### config.mk
export PLATFORM = sky130hd
export DESIGN_NAME = heat_stencil_sweep_top
export DESIGN_NICKNAME = d
export VERILOG_FILES = /design/src/rtl/hss_pkg.sv /design/src/rtl/hss_front.sv /design/src/rtl/hss_queue.sv /design/src/rtl/hss_back.sv /design/src/rtl/heat_stencil_sweep_top.sv
export SDC_FILE = /design/constraint.sdc
export NUM_CORES = 2
export LEC_CHECK = 0
export ABC_AREA = 0
export ABC_CLOCK_PERIOD_IN_PS = 29700
export BUFFER_PORTS_ARGS = -buffer_cell sky130_fd_sc_hd__buf_2
export CAP_MARGIN = 25
export CORE_ASPECT_RATIO = 2
export CORE_UTILIZATION = 30
export DETAILED_ROUTE_END_ITERATION = 8
export PLACE_DENSITY = 0.49
export SYNTH_ARGS = -nofsm -noshare
export SYNTH_HDL_FRONTEND = slang
export SYNTH_HIERARCHICAL = 1
export SYNTH_SLANG_ARGS = --single-unit
### constraint.sdc
create_clock -name clk -period 29.7 [get_ports clk]
set_input_delay 2.97 -clock clk [delete_from_list [all_inputs] [get_ports clk]]
set_output_delay 2.97 -clock clk [all_outputs]
set_load 0.01 [all_outputs]
### src/rtl/hss_pkg.sv
// Shared types and constants for the heat stencil sweep block.
`default_nettype none

package hss_pkg;

	localparam int SAMPLE_W    = 32;
	localparam int RATIO_W     = 16;
	localparam int RATIO_FRAC  = 16;
	localparam int LAP_W       = SAMPLE_W + 2;
	localparam int PROD_W      = LAP_W + RATIO_W + 1;
	localparam int SHIFT_W     = PROD_W - RATIO_FRAC;
	localparam int SUM_W       = SHIFT_W + 1;
	localparam int QUEUE_DEPTH = 4;
	localparam int QUEUE_AW    = $clog2(QUEUE_DEPTH);

	localparam logic [RATIO_W-1:0] RATIO_RESET = RATIO_W'(32768);

	typedef logic signed [SAMPLE_W-1:0] sample_t;

	typedef enum logic [1:0] {
		PH_IDLE,
		PH_ONE,
		PH_WINDOW
	} phase_t;

	typedef struct packed {
		logic    do_stencil;
		logic    do_boundary;
		logic    last;
		sample_t left;
		sample_t centre;
		sample_t right;
		sample_t bval;
	} cmd_t;

endpackage

`default_nettype wire

### src/rtl/hss_front.sv
// Front end: tracks the sweep position and turns input beats into stencil commands.
`default_nettype none

module hss_front (
	input  wire logic            clk,
	input  wire logic            arst_n,
	input  wire logic            in_valid,
	input  wire logic            queue_full,
	input  wire hss_pkg::sample_t sample,
	input  wire logic            is_first,
	input  wire logic            is_last,
	input  wire hss_pkg::sample_t boundary_value,
	output logic                 push,
	output hss_pkg::cmd_t        cmd
);
	import hss_pkg::*;

	phase_t  phase_q, phase_next;
	sample_t left_q, centre_q;
	logic    accept;

	assign accept = in_valid && !queue_full;

	always_comb begin
		phase_next = phase_q;
		if (is_first) begin
			phase_next = is_last ? PH_IDLE : PH_ONE;
		end else begin
			case (phase_q)
				PH_ONE:    phase_next = is_last ? PH_IDLE : PH_WINDOW;
				PH_WINDOW: phase_next = is_last ? PH_IDLE : PH_WINDOW;
				default:   phase_next = PH_IDLE;
			endcase
		end
	end

	always_comb begin
		cmd.do_stencil  = 1'b0;
		cmd.do_boundary = 1'b0;
		cmd.last        = is_last;
		cmd.left        = left_q;
		cmd.centre      = centre_q;
		cmd.right       = sample;
		cmd.bval        = boundary_value;
		if (is_first) begin
			cmd.do_boundary = 1'b1;
		end else begin
			case (phase_q)
				PH_ONE: begin
					cmd.do_boundary = is_last;
				end
				PH_WINDOW: begin
					cmd.do_stencil  = 1'b1;
					cmd.do_boundary = is_last;
				end
				default: begin
					cmd.do_boundary = 1'b0;
				end
			endcase
		end
		push = accept && (cmd.do_stencil || cmd.do_boundary);
	end

	always_ff @(posedge clk or negedge arst_n) begin
		if (!arst_n) begin
			phase_q  <= PH_IDLE;
			left_q   <= '0;
			centre_q <= '0;
		end else if (accept) begin
			phase_q <= phase_next;
			if (is_first) begin
				left_q   <= '0;
				centre_q <= sample;
			end else if (phase_q inside {PH_ONE, PH_WINDOW}) begin
				left_q   <= centre_q;
				centre_q <= sample;
			end
		end
	end

endmodule

`default_nettype wire

### src/rtl/hss_queue.sv
// Short command queue between the front end and the arithmetic back end.
`default_nettype none

module hss_queue (
	input  wire logic          clk,
	input  wire logic          arst_n,
	input  wire logic          push,
	input  wire hss_pkg::cmd_t push_cmd,
	input  wire logic          pop,
	output hss_pkg::cmd_t      head_cmd,
	output logic               full,
	output logic               empty
);
	import hss_pkg::*;

	cmd_t                mem_q [QUEUE_DEPTH];
	logic [QUEUE_AW-1:0] wr_ptr_q, rd_ptr_q;
	logic [QUEUE_AW:0]   count_q;

	assign full     = count_q == (QUEUE_AW + 1)'(QUEUE_DEPTH);
	assign empty    = count_q == '0;
	assign head_cmd = mem_q[rd_ptr_q];

	always_ff @(posedge clk) begin
		if (push) begin
			mem_q[wr_ptr_q] <= push_cmd;
		end
	end

	always_ff @(posedge clk or negedge arst_n) begin
		if (!arst_n) begin
			wr_ptr_q <= '0;
			rd_ptr_q <= '0;
			count_q  <= '0;
		end else begin
			if (push) begin
				wr_ptr_q <= wr_ptr_q + 1'b1;
			end
			if (pop) begin
				rd_ptr_q <= rd_ptr_q + 1'b1;
			end
			case ({push, pop})
				2'b10:   count_q <= count_q + 1'b1;
				2'b01:   count_q <= count_q - 1'b1;
				default: count_q <= count_q;
			endcase
		end
	end

	a_no_overflow: assert property (@(posedge clk) disable iff (!arst_n)
		push |-> !full || pop)
		else $error("command queue written while full");

	a_no_underflow: assert property (@(posedge clk) disable iff (!arst_n)
		pop |-> !empty)
		else $error("command queue read while empty");

endmodule

`default_nettype wire

### src/rtl/hss_back.sv
// Back end: stencil arithmetic pipeline, rounding, saturation and the output register.
`default_nettype none

module hss_back (
	input  wire logic               clk,
	input  wire logic               arst_n,
	input  wire logic               cfg_we,
	input  wire logic [15:0]        cfg_data,
	input  wire hss_pkg::cmd_t      head_cmd,
	input  wire logic               queue_empty,
	output logic                    pop,
	output logic                    out_valid,
	input  wire logic               out_stall,
	output hss_pkg::sample_t        new_sample,
	output logic                    end_of_sweep
);
	import hss_pkg::*;

	logic [RATIO_W-1:0] ratio_q;

	logic                     valid_s1, valid_s2, valid_s3;
	cmd_t                     cmd_s1;
	logic signed [LAP_W-1:0]  lap_s2;
	logic signed [PROD_W-1:0] prod_s3;
	sample_t                  centre_s2, centre_s3, bval_s2, bval_s3;
	logic                     stencil_s2, stencil_s3, boundary_s2, boundary_s3;
	logic                     last_s2, last_s3;

	logic                     first_done_q;
	logic                     out_valid_q, end_q;
	sample_t                  new_sample_q;

	logic signed [LAP_W-1:0]  lap;
	logic signed [PROD_W-1:0] rounded;
	logic signed [SHIFT_W-1:0] shifted;
	logic signed [SUM_W-1:0]  sum;
	sample_t                  sat;
	logic                     both, emit_stencil, out_free, emit, s3_done, adv;

	assign lap = LAP_W'(cmd_s1.left) - (LAP_W'(cmd_s1.centre) <<< 1) + LAP_W'(cmd_s1.right);

	// Round half up: add half an LSB, then the part-select floors the shift.
	assign rounded = prod_s3 + (PROD_W'(1) <<< (RATIO_FRAC - 1));
	assign shifted = $signed(rounded[PROD_W-1:RATIO_FRAC]);
	assign sum     = SUM_W'(centre_s3) + SUM_W'(shifted);

	always_comb begin
		if (sum[SUM_W-1:SAMPLE_W-1] == '0 || sum[SUM_W-1:SAMPLE_W-1] == '1) begin
			sat = sum[SAMPLE_W-1:0];
		end else if (sum[SUM_W-1]) begin
			sat = {1'b1, {(SAMPLE_W-1){1'b0}}};
		end else begin
			sat = {1'b0, {(SAMPLE_W-1){1'b1}}};
		end
	end

	// An interior point followed by the last boundary takes two output beats.
	assign both         = stencil_s3 && boundary_s3;
	assign emit_stencil = stencil_s3 && !first_done_q;
	assign out_free     = !out_valid_q || !out_stall;
	assign emit         = valid_s3 && out_free;
	assign s3_done      = emit && !(both && !first_done_q);
	assign adv          = !valid_s3 || s3_done;
	assign pop          = adv && !queue_empty;

	always_ff @(posedge clk or negedge arst_n) begin
		if (!arst_n) begin
			ratio_q      <= RATIO_RESET;
			valid_s1     <= 1'b0;
			valid_s2     <= 1'b0;
			valid_s3     <= 1'b0;
			first_done_q <= 1'b0;
			out_valid_q  <= 1'b0;
		end else begin
			if (cfg_we) begin
				ratio_q <= cfg_data;
			end
			if (adv) begin
				valid_s1 <= pop;
				valid_s2 <= valid_s1;
				valid_s3 <= valid_s2;
			end
			if (emit) begin
				first_done_q <= both && !first_done_q;
				out_valid_q  <= 1'b1;
			end else if (!out_stall) begin
				out_valid_q <= 1'b0;
			end
		end
	end

	always_ff @(posedge clk) begin
		if (adv) begin
			cmd_s1      <= head_cmd;
			lap_s2      <= lap;
			centre_s2   <= cmd_s1.centre;
			bval_s2     <= cmd_s1.bval;
			stencil_s2  <= cmd_s1.do_stencil;
			boundary_s2 <= cmd_s1.do_boundary;
			last_s2     <= cmd_s1.last;
			prod_s3     <= lap_s2 * $signed({1'b0, ratio_q});
			centre_s3   <= centre_s2;
			bval_s3     <= bval_s2;
			stencil_s3  <= stencil_s2;
			boundary_s3 <= boundary_s2;
			last_s3     <= last_s2;
		end
		if (emit) begin
			new_sample_q <= emit_stencil ? sat : bval_s3;
			end_q        <= emit_stencil ? 1'b0 : last_s3;
		end
	end

	assign out_valid    = out_valid_q;
	assign new_sample   = new_sample_q;
	assign end_of_sweep = end_q;

	a_split_only_when_both: assert property (@(posedge clk) disable iff (!arst_n)
		first_done_q |-> valid_s3 && stencil_s3 && boundary_s3)
		else $error("second beat pending on a command with one result");

	a_cmd_has_result: assert property (@(posedge clk) disable iff (!arst_n)
		valid_s3 |-> stencil_s3 || boundary_s3)
		else $error("command without any result reached the last stage");

endmodule

`default_nettype wire

### src/rtl/heat_stencil_sweep_top.sv
// Top level of the heat stencil sweep block: one explicit 1D heat-equation time step.
//
// Input channel: in_valid / in_stall with sample, is_first, is_last and boundary_value;
// a beat is taken at a clock edge with in_valid high and in_stall low. Samples arrive in
// grid order; is_first opens a sweep and is_last closes it.
// Output channel: out_valid / out_stall with new_sample and end_of_sweep, in grid order.
// The first point yields its boundary value at once; each interior point is emitted when
// its right neighbour arrives; the last point yields the pending interior point and then
// its boundary value. Beats outside a sweep are dropped.
// Configuration: cfg_we writes cfg_data into the diffusion ratio (Q0.16); the user must
// write it only while idle, as the block itself does not enforce this.
// Throughput: one beat per cycle while in_stall is low; a last point after an interior
// window holds the final stage until it has produced both of its output beats.
// in_stall rises when the four-entry command queue is full; an output stall freezes the
// arithmetic pipeline, and the queue then fills before the input side is held.
// Reset empties the queue and pipeline, awaits a first point and sets the ratio to 0.5.
`default_nettype none

module heat_stencil_sweep_top (
	input  wire logic             clk,
	input  wire logic             arst_n,
	input  wire logic             cfg_we,
	input  wire logic [15:0]      cfg_data,
	input  wire logic             in_valid,
	output logic                  in_stall,
	input  wire hss_pkg::sample_t sample,
	input  wire logic             is_first,
	input  wire logic             is_last,
	input  wire hss_pkg::sample_t boundary_value,
	output logic                  out_valid,
	input  wire logic             out_stall,
	output hss_pkg::sample_t      new_sample,
	output logic                  end_of_sweep
);
	import hss_pkg::*;

	cmd_t push_cmd, head_cmd;
	logic push, pop, full, empty;

	assign in_stall = full;

	hss_front u_front (
		.clk            (clk),
		.arst_n         (arst_n),
		.in_valid       (in_valid),
		.queue_full     (full),
		.sample         (sample),
		.is_first       (is_first),
		.is_last        (is_last),
		.boundary_value (boundary_value),
		.push           (push),
		.cmd            (push_cmd)
	);

	hss_queue u_queue (
		.clk      (clk),
		.arst_n   (arst_n),
		.push     (push),
		.push_cmd (push_cmd),
		.pop      (pop),
		.head_cmd (head_cmd),
		.full     (full),
		.empty    (empty)
	);

	hss_back u_back (
		.clk          (clk),
		.arst_n       (arst_n),
		.cfg_we       (cfg_we),
		.cfg_data     (cfg_data),
		.head_cmd     (head_cmd),
		.queue_empty  (empty),
		.pop          (pop),
		.out_valid    (out_valid),
		.out_stall    (out_stall),
		.new_sample   (new_sample),
		.end_of_sweep (end_of_sweep)
	);

endmodule

`default_nettype wire
==> metrics.md <==
| Metric | Value |
|---|---|
| Cell with the biggest individual delay on the critical path | sky130_fd_sc_hd__dfrtp_1 |
| TritonCTS buffer count | 88 |
| Crit path max fanout | 21 |
| Worst-case setup margin in the final layout | 21,740 ps |
| Seq/Total Area, Yosys | 0.501 |
| Cell-by-cell trace of the critical path | buf_4, nand2_1, fa_1, fa_1, fa_1, inv_1, fa_1, fa_1, fa_1, ha_1, a21o_1, a21o_1, a2111oi_0, o21ai_1, and2_1, a21o_1, a21oi_1, o21bai_1, a21oi_1, xnor2_1 |
| Clock insertion delay at the later pin of the skew report | 690 ps |
| TNS Setup | 0 ps |
| Via count | 32,100 |
| Die Y-Extent | 625 um |
| Kind of critical path | flip-flop to flip-flop |
| Number of violations reported at the end of detailed-routing iteration 0 | 1,956 |
| F_max | 0.126 GHz |
| Worst hold margin | 398 ps |
| Maximum number of buffers from clock root to sink | 3 |
| Fin. max-slew vios | 0 |
| Buffers on Ports | 121 |
| Mapped Cells | 4,296 |
| Flip-flop and latch count after synthesis | 986 |
| Total number of H-tree levels | 3 |
| CP required | 30,120 ps |
| Clock Sink Count | 986 |
| Number of global-route vias before repair | 36,100 |
| Setup-violating endpoint count in the final report | 0 |
| Transition time of the tightest slew-check pin | 1080 ps |
| Number of nets with antenna violations after routing | 0 |
| Hold buffer count at cts | 0 |
| DP HPWL | 109,000 um |
| Worst setup timing slack at the placement stage | 21,640 ps |
| Count of final hold-check violations | 0 |
| Number of antenna violations at the first check in global routing | 34 |
| Final worst path period share | 0.268 |
| Fin nets | 5,154 |
| Routability Congestion | 0.859 |
| Unrepaired setup endpoints after global routing | no |
| Worst hold path class | flip-flop to flip-flop |
| Status | completed |
| Netlist area before placement | 58,200 um^2 |
| Area of the die | 196,000 um^2 |
| First-pass GRT wire length | 229,000 um |
| Core ar. | 193,000 um^2 |
| Post-detailed-routing wire length | 150,000 um |
| Commonest cells post-synth | sky130_fd_sc_hd__edfxtp_1 (892), sky130_fd_sc_hd__inv_1 (712), sky130_fd_sc_hd__fa_1 (549) |
| Number of warnings issued by yosys | 6 |
| Number of design rule violations left after detail routing | 0 |
| Per-cell via count in the routed design | 4.63 |
| Ratio of cells with drive above 1 in the final layout | 0.120 |
| Synth unique cells | 76 |
| CP Launch Type | flip-flop |
| Final setup skew | 41.7 ps |
| Cell repeated most along the worst path | sky130_fd_sc_hd__fa_1 |
| Async S/R FF share, synth | 0.0953 |
| Number of standard-cell rows in the floorplan | 228 |
| Pin count of the biggest net entering global routing | 73 |
| Post_cts resized | 0 |
| Average size of a mapped cell | 13.6 um^2 |
| TritonCTS clock tree | done |
| Ports placed on the boundary | 122 |
| Post-CTS Setup Repair Bufs | 0 |
| Width of the die | 313 um |
| Aggregate global routing overflow | 0 |
| GRT Total Usage | 0.157 |
| Share of the synthesized area in the top cell type | 0.460 |
| Final Critical Period | 7960 ps |
| Post-synth EDFFs | 892 |
| Average routed wire per standard cell | 21.7 um |
| Area grow syn2layout | 10.2% |
| Crit path largest cell delay | 740 ps |
| Synth Flop Type | sky130_fd_sc_hd__edfxtp_1 |
| Headroom to the max-slew limit | 0.283 |
| Initial cell density of the core | 0.302 |
| Type of destination of the critical path | flip-flop |
| Clock Root Buffer | sky130_fd_sc_hd__clkbuf_16 |
| Library cell with the highest instance count after synthesis | sky130_fd_sc_hd__edfxtp_1 |
| Top cell type by total area after synthesis | sky130_fd_sc_hd__edfxtp_1 |
| Worst Path Arrival | 8380 ps |
| Drt first pass iters | 5 |
| Largest cells by area after synthesis | sky130_fd_sc_hd__edfxtp_1 (46%), sky130_fd_sc_hd__fa_1 (19%), sky130_fd_sc_hd__mux4_2 (5.1%) |
| Max cap viols | 0 |
| Clock slew seen by the registers of the worst setup and hold paths | 80 ps |
| Net Count, Synth | 5,126 |
[final cells by class]
| class | count | area (um^2) |
|---|---|---|
| Inverter | 712 | 2670 |
| Clock inverter | 56 | 646 |
| Antenna cell | 1 | 2.50 |
| Tap cell | 2530 | 3170 |
| Timing Repair Buffer | 169 | 988 |
| Sequential cell | 986 | 29200 |
| Multi-Input combinational cell | 2367 | 25200 |
| Clock buffer | 109 | 2330 |
| Fill cell | 19100 | 129000 |
[cells in the final DEF (no fill, tap or decap), drive strengths merged, types with 7 or more instances in the layout]
cell / netlist / routed
edfxtp: 892 / 892
inv: 712 / 721
fa: 549 / 549
nand2: 496 / 496
and2: 212 / 212
ha: 194 / 194
buf: 106 / 169
mux4: 131 / 131
clkbuf: 125 / 109
o21ai: 107 / 107
dfrtp: 93 / 93
xnor2: 88 / 88
a21oi: 84 / 84
nor2: 76 / 76
a21o: 52 / 52
xor2: 51 / 51
mux2: 50 / 50
nand3: 35 / 35
clkinv: 0 / 35
and3: 28 / 28
o211ai: 28 / 28
nor3: 26 / 26
o311ai: 13 / 13
o21a: 12 / 12
nand2b: 12 / 12
nor2b: 12 / 12
a211oi: 11 / 11
o21bai: 10 / 10
bufinv: 0 / 9
nand4: 9 / 9
a31oi: 8 / 8
o2111ai: 7 / 7
[worst paths after layout]
check / start / end / slack [ps] / cells after the start
worst max-delay path: u_back/ratio_q[2] / u_back/prod_s3[28] / 21740 / 20
worst min register to register: u_back/cmd_s1[27] / u_back/bval_s2[27] / 400 / 0
worst max register to register: u_back/ratio_q[2] / u_back/prod_s3[28] / 21740 / 20
max in group asynchronous: arst_n / u_front/centre_q[8] / 25880 / 2
worst min-delay path: u_back/cmd_s1[27] / u_back/bval_s2[27] / 400 / 0
min in group asynchronous: arst_n / u_back/ratio_q[13] / 2380 / 1
[metrics by stage]
step | utilization | cells | area [um^2]
2_1_floorplan | - | 4296 | 58200
3_3_place_gp | 0.317 | 6763 | 61100
3_5_place_dp | 0.317 | 6763 | 61100
4_1_cts | 0.332 | 6928 | 64100
5_1_grt | 0.333 | 6930 | 64100
6_report | 0.333 | 6930 | 64100
[worst max-delay path: cells and delay by family (launching register included)]
kind	cells	cell delay (ps)
fa+ha+maj	7	3480
compound gates	8	2320
flops	1	740
simple gates	2	600
buf+inv	2	450
xor+xnor	1	80
[logic make-up after synthesis]
group / after synthesis / synth area share
AO/OA/AOI/OAI: 373 / 0.0430
multiplexers: 181 / 0.0623
buffers and inverters: 943 / 0.0677
flip-flops: 986 / 0.501
adder cells (fa/ha/maj): 743 / 0.230
XOR/XNOR: 139 / 0.0209
AND/OR/NAND/NOR: 931 / 0.0751
[state kept, by name (all words and copies together) (netlist names), 34 cells and up]
register,flops
u_back/prod_s3,36
u_back/cmd_s1,131
u_queue/mem_q,524
u_back/lap_s2,34
[metal layers]
layer	vias up	track usage	wire length (um)
met1	16800	0.170	55200
met4	30	0.0606	6080
met2	590	0.306	84100
li1	14300	-	-
met3	299	0.0179	4670
met5	-	0	179
Power is left out: the tool's default activity adds up to more than one toggle a clock period on the data nets, which glitch-free logic cannot reach.
